==> src/design/assert_macros.svh <==
// Assertion macros shared by the max-pool RTL.
// Needs signals named clock and reset in the module that uses them.
`ifndef ASSERT_MACROS_SVH
`define ASSERT_MACROS_SVH

// Check a property on every clock edge outside reset.
`define MPS_ASSERT(lbl, prop, msg) \
   lbl: assert property (@(posedge clock) disable iff (reset) (prop)) else $error(msg);

// Check that a condition implies another in the same cycle.
`define MPS_ASSERT_IMPL(lbl, ante, cons, msg) \
   lbl: assert property (@(posedge clock) disable iff (reset) (ante) |-> (cons)) else $error(msg);

`endif

==> src/design/mps_queue.sv <==
// Small first-in first-out queue of registers with occupancy count.
// Standalone; used between front and back and as the result buffer.
module mps_queue #(
   parameter int WIDTH = 8,
   parameter int DEPTH = 4
) (
   input  logic                        clock,
   input  logic                        reset,
   input  logic                        push_valid,
   output logic                        push_ready,
   input  logic [WIDTH-1:0]            push_data,
   output logic                        pop_valid,
   input  logic                        pop_ready,
   output logic [WIDTH-1:0]            pop_data,
   output logic [$clog2(DEPTH+1)-1:0]  count
);
   localparam int PW = (DEPTH > 1) ? $clog2(DEPTH) : 1;
   localparam int CW = $clog2(DEPTH+1);

   logic [WIDTH-1:0] store_ff [DEPTH];
   logic [PW-1:0]    wr_ptr_ff, wr_ptr_in, rd_ptr_ff, rd_ptr_in;
   logic [CW-1:0]    count_ff, count_in;
   logic             do_push, do_pop;

   assign push_ready = (count_ff != CW'(DEPTH));
   assign pop_valid  = (count_ff != '0);
   assign pop_data   = store_ff[rd_ptr_ff];
   assign count      = count_ff;
   assign do_push    = push_valid && push_ready;
   assign do_pop     = pop_valid && pop_ready;

   always_comb begin
      wr_ptr_in = wr_ptr_ff;
      rd_ptr_in = rd_ptr_ff;
      count_in  = count_ff;
      if (do_push) begin
         wr_ptr_in = (wr_ptr_ff == PW'(DEPTH-1)) ? '0 : wr_ptr_ff + PW'(1);
      end
      if (do_pop) begin
         rd_ptr_in = (rd_ptr_ff == PW'(DEPTH-1)) ? '0 : rd_ptr_ff + PW'(1);
      end
      if (do_push && !do_pop) begin
         count_in = count_ff + CW'(1);
      end else if (!do_push && do_pop) begin
         count_in = count_ff - CW'(1);
      end
   end

   always_ff @(posedge clock) begin
      if (reset) begin
         wr_ptr_ff <= '0;
         rd_ptr_ff <= '0;
         count_ff  <= '0;
      end else begin
         wr_ptr_ff <= wr_ptr_in;
         rd_ptr_ff <= rd_ptr_in;
         count_ff  <= count_in;
      end
   end

   always_ff @(posedge clock) begin
      if (do_push) begin
         store_ff[wr_ptr_ff] <= push_data;
      end
   end

endmodule

==> config.mk <==
export PLATFORM = sky130hd
export DESIGN_NAME = mps_queue
export DESIGN_NICKNAME = d
export VERILOG_FILES = /design/src/design/assert_macros.svh /design/src/design/mps_queue.sv
export SDC_FILE = /design/constraint.sdc
export NUM_CORES = 1
export LEC_CHECK = 0
export BUFFER_PORTS_ARGS = -buffer_cell sky130_fd_sc_hd__clkbuf_2
export CAP_MARGIN = 20
export CORE_MARGIN = 3
export CORE_UTILIZATION = 59
export DETAILED_ROUTE_END_ITERATION = 12
export MAX_ROUTING_LAYER = met4
export PLACE_DENSITY_LB_ADDON = 0.2
export REMOVE_ABC_BUFFERS = 1
export SKIP_LAST_GASP = 1
export SLEW_MARGIN = 20
export SYNTH_ARGS = -nofsm -noshare
export SYNTH_HDL_FRONTEND = slang
export SYNTH_SLANG_ARGS = --single-unit
==> constraint.sdc <==
create_clock -name clock -period 4.3 [get_ports clock]
set_clock_uncertainty 0.05 [all_clocks]
set_input_delay 0.86 -clock clock [delete_from_list [all_inputs] [get_ports clock]]
set_output_delay 0.86 -clock clock [all_outputs]
set_load 0.03 [all_outputs]
==> run_results.csv <==
group,metric,value,unit
route,wl,2.37,mm
cells_and_area,post-route-util,72.0,%
cells_and_area,multiInputGateArea,464,um^2
cells_and_area,finalNetCount,136,
setup_path,critPathArrivalTime,1.77,ns
logic_synthesis,synth_flop_cell,"edfxtp_1",
setup_path,critPathRequiredTime,3.39,ns
worst_hold_path,hold_class,"reg -> reg",
clocking,h-tree-depth,2,
setup_path,crit_type,"reg -> out",
route,wire_per_inst,16.0,um
global_route,grt_pass1_wl,4.09,mm
logic_synthesis,synth.distinct_cells,26,
floorplan,initial_core_util,64.2,%
logic_synthesis,syn_avg_cell_area,18.2,um^2
setup_path,crit_end,"pop_data[5]",
clocking,clock_latency,0.33,ns
clocking,root_buffer,"clkbuf_4",
route,via_per_inst,5.71,
route,drc,0,
setup_path,r2r_start,"count[0]",
pwr,power,1.10,mW
placement,place_congestion,0.720,
pwr,irDropWorstVdd,457,uV
timing,drv_slew,0,
clocking,ctsHoldBuffers,0,
flow_run,drv_cap,0,
timing,hold_violations,0,
clocking,cts_tree,"built",
floorplan,die_area,3440,um^2
logic_synthesis,synthesis.area,1630,um^2
logic_synthesis,synth_top_area_share,58.8,%
floorplan,io_pins,25,
cells_and_area,area_delta_synth_final,12.2,%
pwr,powerDensity,600,nW/um^2
floorplan,floorplan.rows,18,
global_route,grtUsageTotal,17.4,%
logic_synthesis,yosys-top-cells-count,"edfxtp_1 (32), dfxtp_1 (9), mux4_2 (8)",
logic_synthesis,ys_seq_area_share,69.8,%
clocking,cts_setup_buffers,0,
clocking,clockBufferDepth,2,
clocking,post_cts_resized,0,
logic_synthesis,ys_warn_count,0,
placement,dp_hpwl,1.73,mm
global_route,grt-ovfl-total,0,
floorplan,fp.dieH,58.6,um
placement,io_buffers,24,
cells_and_area,fillers,161,
clocking,numCtsBuffers,5,
route,drtIter0Drc,16,
setup_path,cp_max_fo,8,
logic_synthesis,yosysTopAreaCell,"edfxtp_1",
route,first_pass_iters,4,
floorplan,core,2540,um^2
logic_synthesis,synthCells,90,
clocking,cts.sinks,41,
logic_synthesis,synth_most_common_cell,"edfxtp_1",
timing,finalSetupViolCount,0,
cells_and_area,n_antenna_cell,0,
global_route,antenna_found_initial,0,
setup_path,r2r_cells,7,
timing,rsz0062_at_grt,"no",
setup_path,crit_path_start_kind,"flip-flop",
route,num_vias,845,
floorplan,die_w,58.6,um
route,drtAntennaViolNets,0,
pwr,p_leak,0.695,nW
logic_synthesis,async_reset_ff_share,0,%
timing,fin_crit,2.68,ns
setup_path,cp-end-kind,"primary output",
timing,fin_tns_setup,0,ns
timing,fmax,373,MHz
logic_synthesis,synth-edff-count,32,
logic_synthesis,synth_seq_cells,41,
timing,finalCritPeriodShare,62.4,%
setup_path,reg2reg_setup_slack,1.82,ns
setup_path,reg2reg_to,"count[2]",
global_route,grt_pass1_vias,914,
timing,relSlewSlack,60.8,%
clocking,clkTransAtPathRegs,0.10,ns
timing,worst_pin_slew,0.584,ns
status,outcome,"complete, no violations",
cells_and_area,drive_above_1_share,39.0,%
logic_synthesis,synth_area_leaders,"edfxtp_1 (59%), dfxtp_1 (11%), mux4_2 (11%), ha_1 (4.6%), mux2i_1 (1.8%)",
global_route,grt_max_degree,13,
cells_and_area,seq_area,1140,um^2
==> layout by cell type, fill, tap and decap left out, drive strengths merged, types with 3 or more instances in the layout <==
cell / instances
inv: 3
or3: 3
mux4: 8
dfxtp: 9
ha: 6
mux2i: 3
clkbuf: 32
nor2: 3
and3: 4
edfxtp: 32
==> cell type report <==
cell class	count	area share [%]
repair buffers	24	6.55
flip-flops and latches	41	62.3
well taps	30	2.05
multi-input cells	42	25.3
clock buffers	8	3.21
inverters	3	0.614
==> power breakdown <==
| part | switching, mW | internal (mW) | leakage, nW |
|---|---|---|---|
| logic | 0.223 | 0.150 | 0.295 |
| clock network | 0.109 | 0.0808 | 0.0326 |
| registers | 0.0510 | 0.487 | 0.367 |
==> per-layer routing <==
| layer | up-vias | wire length [um] | track usage, % |
|---|---|---|---|
| li1 | 403 | - | - |
| met1 | 406 | 955 | 18.8 |
| met2 | 27 | 1210 | 29.0 |
| met3 | 9 | 130 | 4.82 |
| met4 | 0 | 68 | 9.06 |
| met5 | - | 0 | - |
==> critical path, stage by stage, from the launching register on <==
cell and delay, ns:
dfxtp_1 0.66, mux4_2 0.58, clkbuf_2 0.20
==> worst min path at each step <==
| stage | cells after the start | startpoint | end |
|---|---|---|---|
| global placement | 2 | rd_ptr_ff[0] | rd_ptr_ff[0] |
| detailed placement | 2 | rd_ptr_ff[0] | flip-flop |
| floorplan | 2 | rd_ptr_ff[0] | flip-flop |
| global route | 2 | rd_ptr_ff[0] | rd_ptr_ff[0] |
| finish | 2 | rd_ptr_ff[0] | flip-flop |
| CTS | 2 | rd_ptr_ff[0] | flip-flop |
==> through the flow <==
step                      setup WS, ns  hold slack, ns  cell area (um^2)  std cells
after CTS                         1.57           0.461              1830        148
after floorplan                   1.70           0.406              1620         86
after global placement            1.74           0.428              1770        140
after global routing              1.47           0.491              1830        148
after detailed placement          1.64           0.446              1770        140
final                             1.62           0.461              1830        148
==> sequential cells by signal (all words and copies together), names as in the netlist, named ones only <==
name / flops
wr_ptr_ff: 2
count: 3
rd_ptr_ff: 2
store_ff: 32
==> cell families after synthesis <==
kind of cell,share of synthesized area (%)
flops,69.8
buf+inv,1.76
simple gates,6.51
fa+ha+maj,5.82
compound gates,2.14
xor+xnor,1.07
mux,12.9
Note: power is estimated with default switching activity, not from simulation.
