===== config.mk =====
export PLATFORM = sky130hd
export DESIGN_NAME = mps_front
export DESIGN_NICKNAME = d
export VERILOG_FILES = /design/src/design/assert_macros.svh /design/src/design/mps_pkg.sv /design/src/design/mps_front.sv
export SDC_FILE = /design/constraint.sdc
export NUM_CORES = 1
export LEC_CHECK = 0
export ABC_AREA = 1
export BUFFER_PORTS_ARGS = -buffer_cell sky130_fd_sc_hd__clkbuf_2
export CORE_MARGIN = 4
export CORE_UTILIZATION = 50
export CTS_CLUSTER_SIZE = 40
export DETAILED_ROUTE_END_ITERATION = 7
export PLACE_DENSITY = 0.7
export SYNTH_ARGS = -nofsm -noshare
export SYNTH_HDL_FRONTEND = slang
export SYNTH_SLANG_ARGS = --single-unit

===== constraint.sdc =====
create_clock -name clock -period 12.9 [get_ports clock]
set_clock_uncertainty 0.15 [all_clocks]
set_input_delay 2.58 -clock clock [delete_from_list [all_inputs] [get_ports clock]]
set_output_delay 2.58 -clock clock [all_outputs]
set_load 0.05 [all_outputs]

===== src/design/assert_macros.svh =====
// Assertion macros shared by the max-pool RTL.
// Needs signals named clock and reset in the module that uses them.
`ifndef ASSERT_MACROS_SVH
`define ASSERT_MACROS_SVH

// Check a property on every clock edge outside reset.
`define MPS_ASSERT(lbl, prop, msg) \
   lbl: assert property (@(posedge clock) disable iff (reset) (prop)) else $error(msg);

// Check that a condition implies another in the same cycle.
`define MPS_ASSERT_IMPL(lbl, ante, cons, msg) \
   lbl: assert property (@(posedge clock) disable iff (reset) (ante) |-> (cons)) else $error(msg);

`endif


===== src/design/mps_pkg.sv =====
// Package for the strided max-pool block: widths, reset values, register indexes,
// geometry and beat metadata structs, small divide helper. No dependencies.
package mps_pkg;

   localparam int MAX_WIDTH_DEF  = 1024;
   localparam int MAX_RADIUS_DEF = 7;
   localparam int PIXEL_BITS_DEF = 16;
   localparam int MAX_HEIGHT     = 4096;

   localparam int COL_W    = 12;  // column index, widest legal line
   localparam int ROW_W    = 12;
   localparam int GEO_W    = 13;  // effective width / height and center trackers
   localparam int RAD_W    = 4;
   localparam int SPAN_W   = 5;
   localparam int STR_W    = 5;
   localparam int BANK_W   = 5;
   localparam int OCOL_W   = 10;
   localparam int OROW_W   = 12;
   localparam int POOL_W   = 16;
   localparam int CSR_IDX_W  = 2;
   localparam int CSR_DATA_W = 13;

   localparam logic [10:0] WIDTH_RST  = 11'd640;
   localparam logic [12:0] HEIGHT_RST = 13'd480;
   localparam logic [2:0]  RADIUS_RST = 3'd4;
   localparam logic [4:0]  STRIDE_RST = 5'd5;

   typedef enum logic [CSR_IDX_W-1:0] {
      CSR_IMAGE_WIDTH   = 2'd0,
      CSR_IMAGE_HEIGHT  = 2'd1,
      CSR_WINDOW_RADIUS = 2'd2,
      CSR_POOL_STRIDE   = 2'd3
   } csr_index_type;

   typedef struct packed {
      logic [GEO_W-1:0]  width;
      logic [GEO_W-1:0]  height;
      logic [RAD_W-1:0]  radius;
      logic [SPAN_W-1:0] span;
      logic [STR_W-1:0]  stride;
      logic [RAD_W-1:0]  radius_div;   // radius / stride
   } geom_type;

   typedef struct packed {
      logic              emit;
      logic              last;
      logic [OCOL_W-1:0] out_col;
      logic [OROW_W-1:0] out_row;
      logic [BANK_W-1:0] bank;
      logic [COL_W-1:0]  col;
   } beat_meta_type;

   // Quotient of a small radius by a nonzero stride; at most seven subtract steps.
   function automatic logic [RAD_W-1:0] div_small(input logic [RAD_W-1:0] num,
                                                  input logic [STR_W-1:0] den);
      logic [RAD_W-1:0] q;
      logic [STR_W-1:0] rem;
      q   = '0;
      rem = STR_W'(num);
      if (den == STR_W'(1)) begin
         q = num;
      end else begin
         for (int i = 0; i < 7; i++) begin
            if (rem >= den) begin
               rem = rem - den;
               q   = q + RAD_W'(1);
            end
         end
      end
      return q;
   endfunction

endpackage


===== src/design/mps_front.sv =====
// Front end: raster counters, window center tracking and beat classification.
// Uses mps_pkg; feeds the front-to-back queue.
module mps_front #(
   parameter int MAX_WIDTH  = mps_pkg::MAX_WIDTH_DEF,
   parameter int MAX_RADIUS = mps_pkg::MAX_RADIUS_DEF,
   parameter int PIXEL_BITS = mps_pkg::PIXEL_BITS_DEF
) (
   input  logic                   clock,
   input  logic                   reset,
   input  mps_pkg::geom_type      geom,
   input  logic                   resync_start,
   input  logic                   in_valid,
   output logic                   in_ready,
   input  logic [PIXEL_BITS-1:0]  in_pixel,
   input  logic                   in_frame_start,
   output logic                   push_valid,
   input  logic                   push_ready,
   output logic [PIXEL_BITS-1:0]  push_pixel,
   output mps_pkg::beat_meta_type push_meta
);
   localparam int CW = $clog2(MAX_WIDTH);
   localparam int NB = 2 * MAX_RADIUS;
   localparam int BW = (NB > 1) ? $clog2(NB) : 1;
   localparam int GW = mps_pkg::GEO_W;
   localparam int RW = mps_pkg::ROW_W;

   typedef enum logic [2:0] {
      RS_IDLE = 3'b001,
      RS_INIT = 3'b010,
      RS_STEP = 3'b100
   } rs_state_type;

   rs_state_type                  rs_state_ff, rs_state_in;
   logic [CW-1:0]                 col_ff, col_in;
   logic [RW-1:0]                 row_ff, row_in;
   logic [BW-1:0]                 bank_ff, bank_in;
   logic [GW-1:0]                 cx_ff, cx_in, ry_ff, ry_in;
   logic [mps_pkg::OCOL_W-1:0]    ocol_ff, ocol_in;
   logic [mps_pkg::OROW_W-1:0]    orow_ff, orow_in;

   logic [CW-1:0]              c;
   logic [RW-1:0]              rr;
   logic [BW-1:0]              bk;
   logic [GW-1:0]              cx, ry, c_ext, r_ext, span_ext, stride_ext;
   logic [mps_pkg::OCOL_W-1:0] ocol;
   logic [mps_pkg::OROW_W-1:0] orow;
   logic                       col_hit, row_hit, accept, col_step, row_step;

   assign in_ready   = push_ready && (rs_state_ff == RS_IDLE);
   assign push_valid = in_valid && (rs_state_ff == RS_IDLE);
   assign accept     = in_valid && in_ready;
   assign push_pixel = in_pixel;
   assign span_ext   = GW'(geom.span);
   assign stride_ext = GW'(geom.stride);

   always_comb begin
      // frame_start forces the beat to column 0, row 0
      c     = in_frame_start ? '0 : col_ff;
      rr    = in_frame_start ? '0 : row_ff;
      bk    = in_frame_start ? '0 : bank_ff;
      cx    = in_frame_start ? span_ext : cx_ff;
      ry    = in_frame_start ? span_ext : ry_ff;
      ocol  = in_frame_start ? mps_pkg::OCOL_W'(geom.radius_div) : ocol_ff;
      orow  = in_frame_start ? mps_pkg::OROW_W'(geom.radius_div) : orow_ff;
      c_ext = GW'(c);
      r_ext = GW'(rr);
      col_hit = (c_ext == cx);
      row_hit = (r_ext == ry);

      push_meta.emit    = (c_ext < geom.width) && (r_ext < geom.height) && col_hit && row_hit;
      push_meta.last    = ((c_ext + stride_ext) >= geom.width) &&
                          ((r_ext + stride_ext) >= geom.height);
      push_meta.out_col = ocol;
      push_meta.out_row = orow;
      push_meta.bank    = mps_pkg::BANK_W'(bk);
      push_meta.col     = mps_pkg::COL_W'(c);

      col_in      = col_ff;
      row_in      = row_ff;
      bank_in     = bank_ff;
      cx_in       = cx_ff;
      ry_in       = ry_ff;
      ocol_in     = ocol_ff;
      orow_in     = orow_ff;
      rs_state_in = rs_state_ff;
      col_step    = 1'b0;
      row_step    = 1'b0;

      if (accept) begin
         if ((c_ext + GW'(1)) >= geom.width) begin
            col_in  = '0;
            cx_in   = span_ext;
            ocol_in = mps_pkg::OCOL_W'(geom.radius_div);
            if ((r_ext + GW'(1)) >= geom.height) begin
               row_in  = '0;
               bank_in = '0;
               ry_in   = span_ext;
               orow_in = mps_pkg::OROW_W'(geom.radius_div);
            end else begin
               row_in  = rr + RW'(1);
               bank_in = (bk == BW'(NB-1)) ? '0 : bk + BW'(1);
               ry_in   = row_hit ? ry + stride_ext : ry;
               orow_in = row_hit ? orow + mps_pkg::OROW_W'(1) : orow;
            end
         end else begin
            col_in  = c + CW'(1);
            cx_in   = col_hit ? cx + stride_ext : cx;
            ocol_in = col_hit ? ocol + mps_pkg::OCOL_W'(1) : ocol;
            row_in  = rr;
            bank_in = bk;
            ry_in   = ry;
            orow_in = orow;
         end
      end

      // after a geometry change, walk the center trackers up to the current position
      case (rs_state_ff)
         RS_IDLE: begin
            rs_state_in = RS_IDLE;
         end
         RS_INIT: begin
            cx_in       = span_ext;
            ry_in       = span_ext;
            ocol_in     = mps_pkg::OCOL_W'(geom.radius_div);
            orow_in     = mps_pkg::OROW_W'(geom.radius_div);
            rs_state_in = RS_STEP;
         end
         RS_STEP: begin
            col_step = (cx_ff < GW'(col_ff));
            row_step = (ry_ff < GW'(row_ff));
            if (col_step) begin
               cx_in   = cx_ff + stride_ext;
               ocol_in = ocol_ff + mps_pkg::OCOL_W'(1);
            end
            if (row_step) begin
               ry_in   = ry_ff + stride_ext;
               orow_in = orow_ff + mps_pkg::OROW_W'(1);
            end
            rs_state_in = (col_step || row_step) ? RS_STEP : RS_IDLE;
         end
         default: begin
            rs_state_in = RS_INIT;
         end
      endcase
      if (resync_start) begin
         rs_state_in = RS_INIT;
      end
   end

   always_ff @(posedge clock) begin
      if (reset) begin
         rs_state_ff <= RS_INIT;
         col_ff      <= '0;
         row_ff      <= '0;
         bank_ff     <= '0;
         cx_ff       <= '0;
         ry_ff       <= '0;
         ocol_ff     <= '0;
         orow_ff     <= '0;
      end else begin
         rs_state_ff <= rs_state_in;
         col_ff      <= col_in;
         row_ff      <= row_in;
         bank_ff     <= bank_in;
         cx_ff       <= cx_in;
         ry_ff       <= ry_in;
         ocol_ff     <= ocol_in;
         orow_ff     <= orow_in;
      end
   end

endmodule


==> metrics.cfg, run 1 <==
[outcome]
status = finished, final reports clean

[critical_path]
crit_path_start_kind = input pin
cp_data_arrival_time_ps = 7140
required_ps = 10170
crit_type = input pin to output port
cp_max_fo = 46
end_kind = output port

[sta]
final.period_utilization_pct = 76.51
max_freq_mhz = 101.3
finalSetupViolations = 0
worst_slew_pin_slew_ps = 829.9
whs_ps = 317.3
maxSlewHeadroom_pct = 44.54
fin_setup_tns_ps = 0
rsz0062_at_grt = no
maxSlewViolCount = 0
layout_min_cycle_time_ps = 9870
hold_violations = 0

[synthesis]
ys_async_sr_fraction_pct = 0
syn_avg_cell_area_um2 = 5.969
synth_ff_type = dfxtp_1
synth.top_cell.area_share_pct = 16.72
syn-cell-area_um2 = 11000
ys_ff_latch = 77
synth_edf_count = 0
yosysSeqAreaShare_pct = 14.01
synth_area_leaders = nand2_1 17%, ha_1 15%, dfxtp_1 14%
ys_warn_count = 0
synth_cell_types = 52
synthCells = 1843
synth_top_area_cell = nand2_1

[route]
wl_met1_mm = 15.22
antenna_left = 0
wl_met2_mm = 15.18
wl_per_cell_um = 15.29
routed_wl_mm = 32.99
num_vias = 11710
first_pass_iters = 7
dr.first_iter.drc_count = 858
top_layer = met4
met3WireLength_mm = 1.679
viasPerCell = 5.427
drcViolationCount = 0

[die]
fp.dieArea_um2 = 24440
coreArea_um2 = 21760
die_w_um = 156.3
io-pin-count = 125
start_util_pct = 50.56
fp-row-count = 54
fp.dieH_um = 156.3

[pwr]
p_leak_nw = 5.869
power.density_nw_per_um2 = 62.11
vdd_ir_drop_max_mv = 0.06506
power_mw = 0.7254

[job]
drv_cap = 0

[placement]
place_area_um2 = 11380
routabilityCongestion = 0.9193
port_buffers = 85
hpwl_mm = 24.62

[global_routing]
grt_use_total_pct = 26.69
grt_antenna_before_repair = 0
overflow = 0
grt_pass1_wl_mm = 54.28
grt_max_degree = 65
grt_pass1_vias = 10960

[clocking]
clock_latency_ps = 360
cts.reportedPaths.clkPinSlew_ps = 60
numCtsBuffers = 9
clock-root-buffer = clkbuf_16
cts_hold_buf = 0
htree_num_levels = 3
cts_sinks = 77
clockBufferDepth = 2
postCtsSetupBuffers = 0
cts_tree = yes
cts_resized = 0

[cells_and_area]
seq_area_um2 = 1541
post-route-util_pct = 53.68
design_area_um2 = 11680
multi_input_area_um2 = 7930
fillers = 2288
drive_gt1_share_pct = 7.832
area_growth_pct = 6.165
nets = 2072
diodes = 0

[hold_path]
hp-class = flop to flop

-- cell type report --
class | count | share of cell area [%]
clock buffer | 11 | 2.078
clock inverter | 5 | 0.5035
inverter | 277 | 8.967
multi-input combinational | 1411 | 67.90
sequential | 77 | 13.20
tap | 280 | 3.000
timing repair buffer | 96 | 4.350
-- sequential cells by signal (all words and copies together) (netlist names) --
register	flops
rs_state_ff	3
ry_ff	13
orow_ff	12
col_ff	10
ocol_ff	10
row_ff	12
bank_ff	4
cx_ff	13
-- cells in the mapped netlist, types with 25 or more instances --
cell and instances:
a21oi_1 142, buf_4 25, clkbuf_1 28, dfxtp_1 77, ha_1 128, inv_1 269
nand2_1 490, nand3_1 122, nand4_1 32, nor2_1 164, nor3_1 32, o21ai_0 84
xor2_1 74
-- cell families after synthesis --
group / after synthesis / synth area share, %
and+or+nand+nor: 874 / 33.46
other: 1 / 0.03409
AOI/OAI and AO/OA: 313 / 15.86
buffers and inverters: 357 / 14.06
adders and majority gates: 134 / 15.65
DFF: 77 / 14.01
xor gates and xnor gates: 87 / 6.927
-- routing by layer --
metal,vias to the layer above,GRT usage (%)
met4,0,8.388
met3,67,3.457
met1,5275,35.83
met5,-,0
met2,314,44.56
li1,6050,-
-- final timing paths --
check	startpoint	to	slack, ps	cells past startpoint
min reg2reg	bank_ff[0]	bank_ff[0]	320	2
max reg2reg	row_ff[1]	ry_ff[2]	7910	24
max	in_frame_start	push_meta[39]	3030	22
min	bank_ff[0]	bank_ff[0]	320	2
-- per-stage QoR --
stage | instances | setup WS [ps]
floorplan | 1845 | 3906
global route | 2157 | 2633
global placement | 2141 | 3150
finish | 2157 | 3030
CTS | 2157 | 3072
detailed placement | 2141 | 3093
-- layout by cell type, fill, tap and decap left out, types with 3 or more instances in the layout --
cell type	n
or2_2	3
a21oi_1	142
clkbuf_16	9
nor4_1	5
o221ai_1	13
conb_1	3
inv_2	3
xor2_1	74
clkinv_1	3
a21oi_2	6
nand2_2	4
nand3_1	121
a31oi_1	5
nor2_1	163
o21ai_0	84
nor3_1	32
nand2_1	489
buf_4	11
fa_1	6
nor2_2	10
a211oi_1	3
clkbuf_2	85
dfxtp_1	77
o211ai_1	9
nor2_4	4
o21ai_1	18
nand4_1	32
ha_1	128
o22ai_1	13
xnor2_1	13
a22oi_1	7
inv_1	269
o21bai_1	4
-- power breakdown --
group          internal (mW)  switching, mW
registers              0.244        0.00697
clock network          0.156          0.114
logic                 0.0647          0.140
total                  0.464          0.261
-- worst max-delay path, cell delays in order --
cell and delay, ps:
clkbuf_2 80, buf_4 270, inv_6 380, nand2_1 210, inv_1 190, ha_1 200, inv_1 60, fa_1 430
o21ai_0 300, nand2_1 100, a21oi_1 240, nand3_1 130, nor2_1 110, inv_1 70, nor2_1 110, xor2_1 80
ha_1 330, nand4_1 110, nor4b_1 590, o22ai_1 170, inv_1 90, clkbuf_2 280
No activity file was read; power rests on OpenSTA's default activity.
==> inputs of run 2 (changes only) <==
ABC_AREA = 0   (was 1)
PLACE_DENSITY = 0.71   (was 0.7)
clock period = 9.9 ns   (was 12.9 ns; I/O delays follow)
==> metrics.cfg, run 2 <==
[outcome]
status = finished, final reports clean

[die]
coreArea_um2 = 18640  ; -14%
fp-row-count = 50  ; -7.4%
fp.dieArea_um2 = 21150  ; -13%
fp.dieH_um = 145.4  ; -7.0%
start_util_pct = 50.66  ; +0.10 points
die_w_um = 145.4  ; -7.0%
io-pin-count = 125  ; unchanged

[synthesis]
synth_ff_type = dfxtp_1
synth_top_family_by_area = compound AO/OA/AOI/OAI gates
syn-cell-area_um2 = 9445  ; -14%
ys_async_sr_fraction_pct = 0  ; unchanged
synth_fa_ha_area_share_pct = 18.23  ; +2.6 points
synthTopCellsByCount = 128 x ha_1, 109 x nor2_1, 96 x inv_1, 89 x a21oi_1, 89 x nand2_1
synth-compound-area-share_pct = 25.18  ; +9.3 points
synthCells = 1292  ; -30%
syn_avg_cell_area_um2 = 7.311  ; +22%
synth.most_common_cell = ha_1
synthXorXnorAreaFrac_pct = 7.975  ; +1.0 points
synth_simple_gate_area_share_pct = 23.27  ; -10 points
synth_mux_area_share_pct = 1.007  ; +1.0 points
synth_top_area_cell = ha_1
ys_warn_count = 0  ; unchanged
synth_edf_count = 0  ; unchanged
ys_ff_latch = 77  ; unchanged
synth.top_cell.area_share_pct = 16.96  ; +0.24 points
synth_area_leaders = ha_1 17%, dfxtp_1 16%, xnor2_1 4.7%
synth_cell_types = 72  ; +38%
yosysSeqAreaShare_pct = 16.32  ; +2.3 points

[critical_path]
reg2reg_depth = 15  ; -38%
cp_max_fo = 76  ; +65%
rr_endpoint = ry_ff[12]
cp.buffers_inverters = 3  ; -5
crit_type = input pin to output port
required_ps = 7770  ; -2400 ps
max_stage_delay_ps = 720  ; +130 ps
cp_slowest_cell = buf_4
end_kind = output port
cp_data_arrival_time_ps = 6040  ; -1100 ps
cp-startpoint = in_frame_start
reg2reg_from = row_ff[1]
crit_path_start_kind = input pin
ff2ff_setup_slack_ps = 4260  ; -3650 ps
cp_cell_sequence = buf_4 -> buf_4 -> nor2_1 -> ha_1 -> a21oi_1 -> o21bai_1 -> a21o_1 -> nand2_1 -> xnor2_1 -> nor2_1 -> ha_1 -> nand4_1 -> or3_1 -> a21oi_1 -> o21ai_0 -> a211oi_1 -> clkbuf_2
critPathTopFamily = buffers and inverters

[sta]
worst_slack_ps = 1731  ; -1299 ps
maxSlewViolCount = 0  ; unchanged
hold_violations = 0  ; unchanged
rsz0062_at_grt = no
worst_slew_pin_slew_ps = 936.8  ; +106.9 ps
layout_min_cycle_time_ps = 8169
final.period_utilization_pct = 82.52
fin_setup_tns_ps = 0  ; unchanged
maxSlewHeadroom_pct = 37.51  ; -7.0 points
finalSetupViolations = 0  ; unchanged
max_freq_mhz = 122.4

[clocking]
cts.reportedPaths.clkPinSlew_ps = 60  ; about the same
cts_tree = yes
cts_resized = 0  ; unchanged
htree_num_levels = 3  ; unchanged
cts_sinks = 77  ; unchanged
cts_hold_buf = 0  ; unchanged
clock-root-buffer = clkbuf_16
clockBufferDepth = 2  ; unchanged
clock_latency_ps = 360  ; about the same
postCtsSetupBuffers = 0  ; unchanged
numCtsBuffers = 9  ; unchanged

[global_routing]
grt_pass1_vias = 9054  ; -17%
grt_antenna_before_repair = 1  ; +1
grt_pass1_wl_mm = 46.93  ; -14%
overflow = 0  ; unchanged
grt_use_total_pct = 26.62  ; -0.070 points
grt_max_degree = 77  ; +18%

[hold_path]
whs_path_depth = 1  ; -1
hp-class = flop to flop
hold_start = cx_ff[12]
min_to = cx_ff[12]

[placement]
hpwl_mm = 21.32  ; -13%
routabilityCongestion = 0.9355  ; +1.8%
dp_slack_ps = 1774  ; -1318 ps
port_buffers = 85  ; unchanged

[cells_and_area]
drive_gt1_share_pct = 10.04  ; +2.2 points
fillers = 1802  ; -21%
nets = 1521  ; -27%
layout_common_cells = 128 x ha_1, 109 x nor2_1, 96 x inv_1, 89 x a21oi_1, 88 x nand2_1
final_common_cell = ha_1
largestRegisters = cx_ff (13), ry_ff (13)
area_growth_pct = 8.452

[route]
dr.first_iter.drc_count = 1027  ; +20%
num_vias = 9852  ; -16%
viasPerCell = 6.315  ; +16%
antenna_left = 0  ; unchanged
first_pass_iters = 5  ; -2
wl_per_cell_um = 18.96  ; +24%
routed_wl_mm = 29.57  ; -10%
drcViolationCount = 0  ; unchanged

[pwr]
vdd_ir_drop_max_mv = 0.08426  ; +30%
power.density_nw_per_um2 = 91.95  ; +48%
p_leak_nw = 4.553  ; -22%

[job]
drv_cap = 0  ; unchanged

## run 2: where the power goes
group | leakage (nW) | internal [mW] | switching (mW) | total [mW]
combinational | 3.76 | 0.0753 | 0.135 | 0.210
clock | 0.172 | 0.258 | 0.144 | 0.403
sequential | 0.625 | 0.317 | 0.0119 | 0.329
## run 2: metal layers
| metal | up-vias | share of wire, % | GRT usage, % |
|---|---|---|---|
| met2 | 436 | 47 | 44.36 |
| met4 | 0 | 2.7 | 9.544 |
| met1 | 4625 | 43 | 34.91 |
| li1 | 4729 | - | - |
| met5 | - | 0 | 0 |
| met3 | 62 | 7.7 | 4.329 |
## run 2: worst max-delay path by stage
stage | endpoint | depth (start not counted)
floorplan | push_meta[39] | 20
global placement | push_meta[39] | 17
detailed placement | push_meta[39] | 17
CTS | push_meta[39] | 17
global route | push_meta[39] | 17
finish | push_meta[39] | 17
## run 2: cell type report
| type | instances | area (um2) | share of cell area, % |
|---|---|---|---|
| timing repair buffer | 98 | 525.5 | 5.130 |
| clock buffer | 11 | 252.7 | 2.467 |
| multi-input combinational | 1037 | 7166 | 69.95 |
| sequential | 77 | 1541 | 15.05 |
| tap | 234 | 292.8 | 2.858 |
| clock inverter | 4 | 95.09 | 0.9283 |
| inverter | 98 | 367.9 | 3.591 |
| antenna | 1 | 2.502 | 0.02443 |
## run 2: worst reg2reg max path, stage by stage (launching register included)
cell	delay (ps)
dfxtp_1	410
nor2b_1	460
ha_1	360
nand3_1	150
nor4_1	560
nand3_1	310
nor2_1	220
xor2_1	250
ha_1	290
a21o_1	180
a21o_1	170
a21oi_1	610
a21oi_1	340
nor3_1	720
nand4_1	170
a31oi_1	210
## run 2: cells by family after synthesis
logic type                 after synthesis
DFF                                     77
other                                    1
AOI/OAI and AO/OA                      368
adders and majority gates              134
and+or+nand+nor                        437
xor gates and xnor gates                86
buffers and inverters                  180
muxes                                    9
## run 2: per-stage QoR
step / cells / utilization (%) / hold WS [ps] / cell area (um2) / power, mW
after floorplan: 1294 / - / 292.6 / 9453 / 0.4943
after global placement: 1544 / 53.07 / 312.8 / 9893 / 0.5351
after detailed placement: 1544 / 53.07 / 316.0 / 9893 / 0.5394
after CTS: 1559 / 54.93 / 332.3 / 10240 / 0.9426
after global routing: 1560 / 54.95 / 358.4 / 10240 / 0.9792
final: 1560 / 54.95 / 332.3 / 10240 / 0.9419
